## src/design/rv32d_pkg.sv

```systemverilog
// Shared types and opcode constants for the RV32IM instruction decoder.
package rv32d_pkg;

  localparam logic [6:0] OPC_REG    = 7'h33;
  localparam logic [6:0] OPC_CUST0  = 7'h0B;
  localparam logic [6:0] OPC_OPIMM  = 7'h13;
  localparam logic [6:0] OPC_LOAD   = 7'h03;
  localparam logic [6:0] OPC_JALR   = 7'h67;
  localparam logic [6:0] OPC_STORE  = 7'h23;
  localparam logic [6:0] OPC_LUI    = 7'h37;
  localparam logic [6:0] OPC_AUIPC  = 7'h17;
  localparam logic [6:0] OPC_JAL    = 7'h6F;
  localparam logic [6:0] OPC_BRANCH = 7'h63;
  localparam logic [6:0] OPC_FENCE  = 7'h0F;
  localparam logic [6:0] OPC_SYSTEM = 7'h73;

  localparam logic [6:0] F7_BASE = 7'h00;
  localparam logic [6:0] F7_MULT = 7'h01;
  localparam logic [6:0] F7_ALT  = 7'h20;

  typedef enum logic [5:0] {
    OP_UNKNOWN = 6'd0,
    OP_ADD     = 6'd1,
    OP_SUB     = 6'd2,
    OP_SLL     = 6'd3,
    OP_SLT     = 6'd4,
    OP_SLTU    = 6'd5,
    OP_XOR     = 6'd6,
    OP_SRL     = 6'd7,
    OP_SRA     = 6'd8,
    OP_OR      = 6'd9,
    OP_AND     = 6'd10,
    OP_MUL     = 6'd11,
    OP_MULH    = 6'd12,
    OP_MULHSU  = 6'd13,
    OP_MULHU   = 6'd14,
    OP_DIV     = 6'd15,
    OP_DIVU    = 6'd16,
    OP_REM     = 6'd17,
    OP_REMU    = 6'd18,
    OP_ADDI    = 6'd19,
    OP_SLTI    = 6'd20,
    OP_SLTIU   = 6'd21,
    OP_ANDI    = 6'd22,
    OP_ORI     = 6'd23,
    OP_XORI    = 6'd24,
    OP_SLLI    = 6'd25,
    OP_SRLI    = 6'd26,
    OP_SRAI    = 6'd27,
    OP_LB      = 6'd28,
    OP_LH      = 6'd29,
    OP_LW      = 6'd30,
    OP_LBU     = 6'd31,
    OP_LHU     = 6'd32,
    OP_JALR    = 6'd33,
    OP_FENCE   = 6'd34,
    OP_ECALL   = 6'd35,
    OP_EBREAK  = 6'd36,
    OP_SB      = 6'd37,
    OP_SH      = 6'd38,
    OP_SW      = 6'd39,
    OP_LUI     = 6'd40,
    OP_AUIPC   = 6'd41,
    OP_JAL     = 6'd42,
    OP_BEQ     = 6'd43,
    OP_BNE     = 6'd44,
    OP_BLT     = 6'd45,
    OP_BGE     = 6'd46,
    OP_BLTU    = 6'd47,
    OP_BGEU    = 6'd48
  } op_e;

  typedef struct packed {
    logic [5:0]         operation;
    logic [4:0]         dest_reg;
    logic [4:0]         src1_reg;
    logic [4:0]         src2_reg;
    logic signed [31:0] immediate;
  } dec_t;

endpackage

```

## src/design/rv32d_instr_if.sv

```systemverilog
// Valid/ready channel carrying one raw instruction word per beat.
interface rv32d_instr_if;
  logic        valid;
  logic        ready;
  logic [31:0] instruction_word;

  modport source (output valid, output instruction_word, input ready);
  modport sink   (input valid, input instruction_word, output ready);
endinterface

```

## src/design/rv32d_dec_if.sv

```systemverilog
// Valid/ready channel carrying one decoded instruction per beat.
interface rv32d_dec_if;
  logic               valid;
  logic               ready;
  logic [5:0]         operation;
  logic [4:0]         dest_reg;
  logic [4:0]         src1_reg;
  logic [4:0]         src2_reg;
  logic signed [31:0] immediate;

  modport source (output valid, output operation, output dest_reg, output src1_reg,
                  output src2_reg, output immediate, input ready);
  modport sink   (input valid, input operation, input dest_reg, input src1_reg,
                  input src2_reg, input immediate, output ready);
endinterface

```

## src/design/rv32im_instruction_decoder.sv

```systemverilog
// RV32IM instruction decoder: input register, decode logic, result register.
// An accepted instruction beat passes the input register, then the result register.
// Throughput: one instruction per cycle unless stalled; both registers advance
// together and a stalled output lets the input register fill (two beats buffered).
// Reset (rst_ni low, asynchronous) empties both stages; data registers are not reset.
module rv32im_instruction_decoder
  import rv32d_pkg::*;
(
  input  logic        clk_i,
  input  logic        rst_ni,
  rv32d_instr_if.sink instr_i,
  rv32d_dec_if.source dec_o
);

  logic        in_vld_q;
  logic        in_vld_d;
  logic [31:0] word_q;
  logic        out_vld_q;
  logic        out_vld_d;
  dec_t        dec_q;
  dec_t        dec_d;
  logic        out_rdy;
  logic        in_rdy;

  assign out_rdy = !out_vld_q || dec_o.ready;
  assign in_rdy  = !in_vld_q || out_rdy;
  assign instr_i.ready = in_rdy;

  assign in_vld_d  = in_rdy ? instr_i.valid : in_vld_q;
  assign out_vld_d = out_rdy ? in_vld_q : out_vld_q;

  always_ff @(posedge clk_i or negedge rst_ni) begin
    if (!rst_ni) begin
      in_vld_q  <= 1'b0;
      out_vld_q <= 1'b0;
    end else begin
      in_vld_q  <= in_vld_d;
      out_vld_q <= out_vld_d;
    end
  end

  always_ff @(posedge clk_i) begin
    if (in_rdy && instr_i.valid) begin
      word_q <= instr_i.instruction_word;
    end
    if (out_rdy && in_vld_q) begin
      dec_q <= dec_d;
    end
  end

  // decode
  logic [6:0]  major;
  logic [4:0]  rd;
  logic [2:0]  f3;
  logic [4:0]  rs1;
  logic [4:0]  rs2;
  logic [6:0]  f7;
  logic [11:0] i12;
  logic [31:0] imm_i;
  logic [31:0] imm_s;
  logic [31:0] imm_b;
  logic [31:0] imm_j;
  logic [31:0] imm_u;
  logic [31:0] shamt;

  assign major = word_q[6:0];
  assign rd    = word_q[11:7];
  assign f3    = word_q[14:12];
  assign rs1   = word_q[19:15];
  assign rs2   = word_q[24:20];
  assign f7    = word_q[31:25];
  assign i12   = word_q[31:20];
  assign imm_i = {{20{word_q[31]}}, i12};
  assign imm_s = {{20{word_q[31]}}, f7, rd};
  assign imm_b = {{20{word_q[31]}}, word_q[7], word_q[30:25], word_q[11:8], 1'b0};
  assign imm_j = {{12{word_q[31]}}, word_q[19:12], word_q[20], word_q[30:21], 1'b0};
  assign imm_u = {word_q[31:12], 12'h000};
  assign shamt = {27'd0, rs2};

  always_comb begin
    dec_d = '0;
    unique case (major) inside
      OPC_REG, OPC_CUST0: begin
        dec_d.dest_reg = rd;
        dec_d.src1_reg = rs1;
        dec_d.src2_reg = rs2;
        if (f7 == F7_MULT) begin
          dec_d.operation = OP_MUL + {3'd0, f3};
        end else begin
          case (f3)
            3'd0: dec_d.operation = (f7 == F7_BASE) ? OP_ADD :
                                    (f7 == F7_ALT)  ? OP_SUB : OP_UNKNOWN;
            3'd1: dec_d.operation = OP_SLL;
            3'd2: dec_d.operation = OP_SLT;
            3'd3: dec_d.operation = OP_SLTU;
            3'd4: dec_d.operation = OP_XOR;
            3'd5: dec_d.operation = (f7 == F7_BASE) ? OP_SRL :
                                    (f7 == F7_ALT)  ? OP_SRA : OP_UNKNOWN;
            3'd6: dec_d.operation = OP_OR;
            default: dec_d.operation = OP_AND;
          endcase
        end
      end
      OPC_OPIMM: begin
        dec_d.dest_reg  = rd;
        dec_d.src1_reg  = rs1;
        dec_d.immediate = imm_i;
        case (f3)
          3'd0: dec_d.operation = OP_ADDI;
          3'd1: begin
            dec_d.operation = OP_SLLI;
            dec_d.immediate = shamt;
          end
          3'd2: dec_d.operation = OP_SLTI;
          3'd3: dec_d.operation = OP_SLTIU;
          3'd4: dec_d.operation = OP_XORI;
          3'd5: begin
            if (f7 == F7_BASE) begin
              dec_d.operation = OP_SRLI;
              dec_d.immediate = shamt;
            end else if (f7 == F7_ALT) begin
              dec_d.operation = OP_SRAI;
              dec_d.immediate = shamt;
            end
          end
          3'd6: dec_d.operation = OP_ORI;
          default: dec_d.operation = OP_ANDI;
        endcase
      end
      OPC_LOAD: begin
        dec_d.dest_reg  = rd;
        dec_d.src1_reg  = rs1;
        dec_d.immediate = imm_i;
        case (f3)
          3'd0: dec_d.operation = OP_LB;
          3'd1: dec_d.operation = OP_LH;
          3'd2: dec_d.operation = OP_LW;
          3'd4: dec_d.operation = OP_LBU;
          3'd5: dec_d.operation = OP_LHU;
          default: dec_d.operation = OP_UNKNOWN;
        endcase
      end
      OPC_JALR, OPC_FENCE: begin
        dec_d.dest_reg  = rd;
        dec_d.src1_reg  = rs1;
        dec_d.immediate = imm_i;
        dec_d.operation = (major == OPC_JALR) ? OP_JALR : OP_FENCE;
      end
      OPC_SYSTEM: begin
        dec_d.dest_reg  = rd;
        dec_d.src1_reg  = rs1;
        dec_d.immediate = imm_i;
        if (f3 == 3'd0 && i12 == 12'd0) begin
          dec_d.operation = OP_ECALL;
        end else if (f3 == 3'd0 && i12 == 12'd1) begin
          dec_d.operation = OP_EBREAK;
        end
      end
      OPC_STORE: begin
        dec_d.src1_reg  = rs1;
        dec_d.src2_reg  = rs2;
        dec_d.immediate = imm_s;
        case (f3)
          3'd0: dec_d.operation = OP_SB;
          3'd1: dec_d.operation = OP_SH;
          3'd2: dec_d.operation = OP_SW;
          default: dec_d.operation = OP_UNKNOWN;
        endcase
      end
      OPC_LUI, OPC_AUIPC: begin
        dec_d.dest_reg  = rd;
        dec_d.immediate = imm_u;
        dec_d.operation = (major == OPC_LUI) ? OP_LUI : OP_AUIPC;
      end
      OPC_JAL: begin
        dec_d.dest_reg  = rd;
        dec_d.immediate = imm_j;
        dec_d.operation = OP_JAL;
      end
      OPC_BRANCH: begin
        dec_d.src1_reg  = rs1;
        dec_d.src2_reg  = rs2;
        dec_d.immediate = imm_b;
        case (f3)
          3'd0: dec_d.operation = OP_BEQ;
          3'd1: dec_d.operation = OP_BNE;
          3'd4: dec_d.operation = OP_BLT;
          3'd5: dec_d.operation = OP_BGE;
          3'd6: dec_d.operation = OP_BLTU;
          3'd7: dec_d.operation = OP_BGEU;
          default: dec_d.operation = OP_UNKNOWN;
        endcase
      end
      default: dec_d = '0;
    endcase
  end

  assign dec_o.valid     = out_vld_q;
  assign dec_o.operation = dec_q.operation;
  assign dec_o.dest_reg  = dec_q.dest_reg;
  assign dec_o.src1_reg  = dec_q.src1_reg;
  assign dec_o.src2_reg  = dec_q.src2_reg;
  assign dec_o.immediate = dec_q.immediate;

  // input stage holds its beat while the result register is blocked
  a_in_hold: assert property (@(posedge clk_i) disable iff (!rst_ni)
    in_vld_q && !out_rdy |=> in_vld_q && $stable(word_q))
    else $error("input stage lost or changed a stalled beat");

  // backpressure only when both stages are occupied
  a_rdy_full: assert property (@(posedge clk_i) disable iff (!rst_ni)
    !instr_i.ready |-> in_vld_q && out_vld_q && !dec_o.ready)
    else $error("input stalled with a free stage");

  // stores and branches never carry a destination register
  a_no_rd: assert property (@(posedge clk_i) disable iff (!rst_ni)
    dec_o.valid && (dec_o.operation == OP_SB || dec_o.operation == OP_SH ||
                    dec_o.operation == OP_SW || dec_o.operation == OP_BEQ ||
                    dec_o.operation == OP_BNE || dec_o.operation == OP_BLT ||
                    dec_o.operation == OP_BGE || dec_o.operation == OP_BLTU ||
                    dec_o.operation == OP_BGEU) |-> dec_o.dest_reg == 5'd0)
    else $error("store or branch with nonzero rd");

endmodule
```

## src/flat_wrapper.sv

```systemverilog
// flat-port wrapper written by rule: the top's interface ports become plain ports
module rv32im_instruction_decoder_flat import rv32d_pkg::*;
  (clk_i, rst_ni, instr_i_valid, instr_i_instruction_word, instr_i_ready, dec_o_valid, dec_o_operation, dec_o_dest_reg, dec_o_src1_reg, dec_o_src2_reg, dec_o_immediate, dec_o_ready);
  rv32d_instr_if instr_i_i ();
  rv32d_dec_if dec_o_i ();
  input  logic clk_i;
  input  logic rst_ni;
  input wire logic [$bits(instr_i_i.valid)-1:0] instr_i_valid;
  input wire logic [$bits(instr_i_i.instruction_word)-1:0] instr_i_instruction_word;
  output wire logic [$bits(instr_i_i.ready)-1:0] instr_i_ready;
  output wire logic [$bits(dec_o_i.valid)-1:0] dec_o_valid;
  output wire logic [$bits(dec_o_i.operation)-1:0] dec_o_operation;
  output wire logic [$bits(dec_o_i.dest_reg)-1:0] dec_o_dest_reg;
  output wire logic [$bits(dec_o_i.src1_reg)-1:0] dec_o_src1_reg;
  output wire logic [$bits(dec_o_i.src2_reg)-1:0] dec_o_src2_reg;
  output wire logic [$bits(dec_o_i.immediate)-1:0] dec_o_immediate;
  input wire logic [$bits(dec_o_i.ready)-1:0] dec_o_ready;
  assign instr_i_i.valid = instr_i_valid;
  assign instr_i_i.instruction_word = instr_i_instruction_word;
  assign instr_i_ready = instr_i_i.ready;
  assign dec_o_valid = dec_o_i.valid;
  assign dec_o_operation = dec_o_i.operation;
  assign dec_o_dest_reg = dec_o_i.dest_reg;
  assign dec_o_src1_reg = dec_o_i.src1_reg;
  assign dec_o_src2_reg = dec_o_i.src2_reg;
  assign dec_o_immediate = dec_o_i.immediate;
  assign dec_o_i.ready = dec_o_ready;
  rv32im_instruction_decoder u_core (.clk_i(clk_i), .rst_ni(rst_ni), .instr_i(instr_i_i), .dec_o(dec_o_i));
endmodule
```

## config.mk

```make
export PLATFORM = sky130hd
export DESIGN_NAME = rv32im_instruction_decoder_flat
export DESIGN_NICKNAME = d
export VERILOG_FILES = /design/src/design/rv32d_pkg.sv /design/src/design/rv32d_instr_if.sv /design/src/design/rv32d_dec_if.sv /design/src/design/rv32im_instruction_decoder.sv /design/src/flat_wrapper.sv
export SDC_FILE = /design/constraint.sdc
export NUM_CORES = 1
export LEC_CHECK = 0
export BUFFER_PORTS_ARGS = -buffer_cell sky130_fd_sc_hd__buf_2
export CAP_MARGIN = 0
export CORE_MARGIN = 2
export CORE_UTILIZATION = 49
export DETAILED_ROUTE_END_ITERATION = 8
export GPL_TIMING_DRIVEN = 0
export HOLD_SLACK_MARGIN = 0.08
export PLACE_DENSITY = 0.87
export SYNTH_ARGS = -nofsm -noshare
export SYNTH_HDL_FRONTEND = slang
export SYNTH_SLANG_ARGS = --single-unit
export TNS_END_PERCENT = 5
```

## constraint.sdc

```tcl
create_clock -name clk_i -period 2.1 [get_ports clk_i]
set_input_delay 0.105 -clock clk_i [delete_from_list [all_inputs] [get_ports clk_i]]
set_output_delay 0.105 -clock clk_i [all_outputs]
set_load 0.005 [all_outputs]
```

==> metrics.cfg <==
[run_status]
outcome = finished clean

[finish]
final_cell_mix = 97 x buf_2, 85 x edfxtp_1, 55 x a21oi_1, 37 x dlygate4sd3_1, 24 x nand2_1
nets = 561
layout-drive-gt1-share = 0.311
finalNonFillerCells = 632
final_common_cell = buf_2
multi_input_area_mm2 = 0.00174
fillers = 663
ff_latch_area_mm2 = 0.00260
num_antenna_cells = 0
syn_to_final_growth_pct = 32.4

[drt]
final_antenna_net_count = 0
dr.pass1.iters = 5
drt_iter0_drc = 360
via_per_inst = 5.97
wl_per_cell_um = 18.7
vias = 3771
drc_errors = 0
finalWirelength_um = 11800

[cts]
cts_sinks = 87
clk_latency_ps = 370
clock_path_buffers = 2
clk_pin_slew_ps = 90
h-tree-depth = 3
cts_root_buf = clkbuf_8
cts_tree = built
cts-buffers-inserted = 9

[synthesis]
synthFlopType = edfxtp_1
synth_top_cell_area_share = 0.594
seq_area_frac_synth = 0.605
synthCells = 377
yosys.area.top_type = edfxtp_1
ys_seq_elements = 87
synthesis.nets = 419
synth_area_leaders = edfxtp_1 59%, a21oi_1 6.6%, and2_1 2.8%
ys_async_sr_fraction = 0.0230
ys_warn_count = 0
synth_edf_count = 85
syn_area_per_cell_um2 = 11.4
syn_area_mm2 = 0.00430
synth_cell_types = 59

[global_routing]
grt_use_met1 = 0.325
track_usage = 0.244
grt_most_used_layer = met2
overflow = 0
met3_usage = 0.0439
grt_pass1_vias = 3496
grt_first_pass_wirelength_um = 18100
use_met2 = 0.401
antenna_found_initial = 0
grt_max_degree = 54

[sta]
min_period_ps = 2080
fin_worst_skew_ps = 13.4
tns_ps = 0
slew_headroom = 0.195
rsz0062_at_grt = true
drv_slew = 0
finalHoldViolCount = 0
finalSetupViolCount = 0
min_period_over_period = 0.993
worstMarginPinSlew_ps = 1210
fmax_mhz = 480

[setup_path]
ff2ff_path_depth = 7
required_ps = 2330
cp_max_fo = 7
ff2ff_setup_slack_ps = 20
r2r_start = u_core.word_q[13]$_DFFE_PP_
crit_type = reg -> reg
cp.arrival_ps = 2310
cp-start-kind = register
critPathCaptureType = register
rr_endpoint = u_core.dec_o.operation[3]$_DFFE_PP_

[floorplanning]
die-area_mm2 = 0.00954
io_pins = 91
rows = 34
start_util = 0.498
die_w_um = 97.7
fp.dieH_um = 97.7
fp.coreArea_mm2 = 0.00864

[job]
cap_violations = 0

[placement]
dp_cells = 575
dp_hpwl_um = 7880
routabilityCongestion = 0.900
portBuffers = 90

[hold_path]
hp-class = in -> reg
worst_hold_path.endpoint = u_core.word_q[4]$_DFFE_PP_
worstHoldPathCells = 2
min-delay-start = instr_i_instruction_word[4]

[pwr]
p_per_area_mw_per_mm2 = 655
p_leak_nw = 2.23
fin_total_pwr_mw = 3.73
vdd_drop_max_v = 0.000275

cells in the mapped netlist, types with 2 or more instances:
library cell	count
and2_1	19
o21ai_0	10
a21boi_0	6
nor2_1	20
a21oi_1	57
edfxtp_1	85
o211ai_1	3
a22o_1	6
buf_2	8
o31ai_1	3
dfrtp_1	2
a22oi_1	2
clkbuf_1	10
nand4_1	3
nand3b_1	6
a21o_1	2
and3_1	2
o22ai_1	3
nand2_1	25
or2_2	3
nor4b_1	2
a221o_1	2
a211oi_1	2
nand2b_1	11
o32ai_1	2
nor2b_1	3
ha_1	6
buf_4	2
nand3_1	12
buf_1	3
nor4_1	10
a31oi_1	3
nor3_1	9
inv_1	10
what timing repair did:
action,CTS,global route
setup buffers,4,2
hold buffers,37,0
setup endpoints to repair,32,40
pin swaps,4,7
gates resized for setup,22,39
hold endpoints to repair,36,0
per-stage QoR:
step	hold WS, ps	instance area [µm²]	setup slack, ps	utilization
final	436	5690	15.4	0.659
after floorplan	-191	4300	-55.2	-
after detailed placement	-106	4890	-642	0.566
after global routing	440	5690	-47.4	0.659
after CTS	432	5560	-19.4	0.643
after global placement	-110	4890	-631	0.566
worst max-delay path, cell delays in order (launching register included):
cell and delay [ps]:
edfxtp_1 450, buf_4 170, buf_4 160, ha_4 200, a2111oi_4 450, nor2_1 100, a221o_1 330, nand3_1 90
per-layer routing:
metal / up-vias / wire [µm] / part of all wire
li1: 1722 / - / -
met1: 1755 / 4570 / 0.39
met2: 253 / 5840 / 0.49
met3: 41 / 1030 / 0.088
met4: 0 / 356 / 0.030
met5: - / 0 / 0
worst max-delay path by stage:
stage / startpoint / endpoint / slack [ps]
floorplan: u_core.word_q[13]$_DFFE_PP_ / u_core.dec_o.operation[3]$_DFFE_PP_ / -60
global placement: u_core.word_q[13]$_DFFE_PP_ / u_core.dec_o.operation[3]$_DFFE_PP_ / -630
detailed placement: u_core.word_q[13]$_DFFE_PP_ / u_core.dec_o.operation[3]$_DFFE_PP_ / -640
CTS: u_core.word_q[1]$_DFFE_PP_ / u_core.dec_o.operation[1]$_DFFE_PP_ / -20
global route: u_core.word_q[12]$_DFFE_PP_ / u_core.dec_o.operation[3]$_DFFE_PP_ / -50
finish: u_core.word_q[13]$_DFFE_PP_ / u_core.dec_o.operation[3]$_DFFE_PP_ / 20
cell families (layout without fill, tap and decap cells):
kind of cell / after synthesis / in the layout / share of synthesized area
flops: 87 / 87 / 0.605
buf+inv: 33 / 180 / 0.0329
fa+ha+maj: 6 / 6 / 0.0175
compound gates: 119 / 119 / 0.175
simple gates: 132 / 132 / 0.169
final cells by class:
class | count | share of cell area
multi-input cells | 257 | 0.306
repair buffers | 133 | 0.153
inverters | 10 | 0.00703
clock inverters | 7 | 0.00967
plain buffers | 21 | 0.0220
flip-flops and latches | 87 | 0.457
clock buffers | 9 | 0.0218
well taps | 108 | 0.0237
where the power goes:
| part | total, mW | internal (mW) | switching (mW) |
|---|---|---|---|
| clock | 1.09 | 0.440 | 0.653 |
| sequential | 2.12 | 2.05 | 0.0709 |
| combinational | 0.520 | 0.228 | 0.292 |
| total | 3.73 | 2.71 | 1.02 |
(Power assumes the default switching activity.)
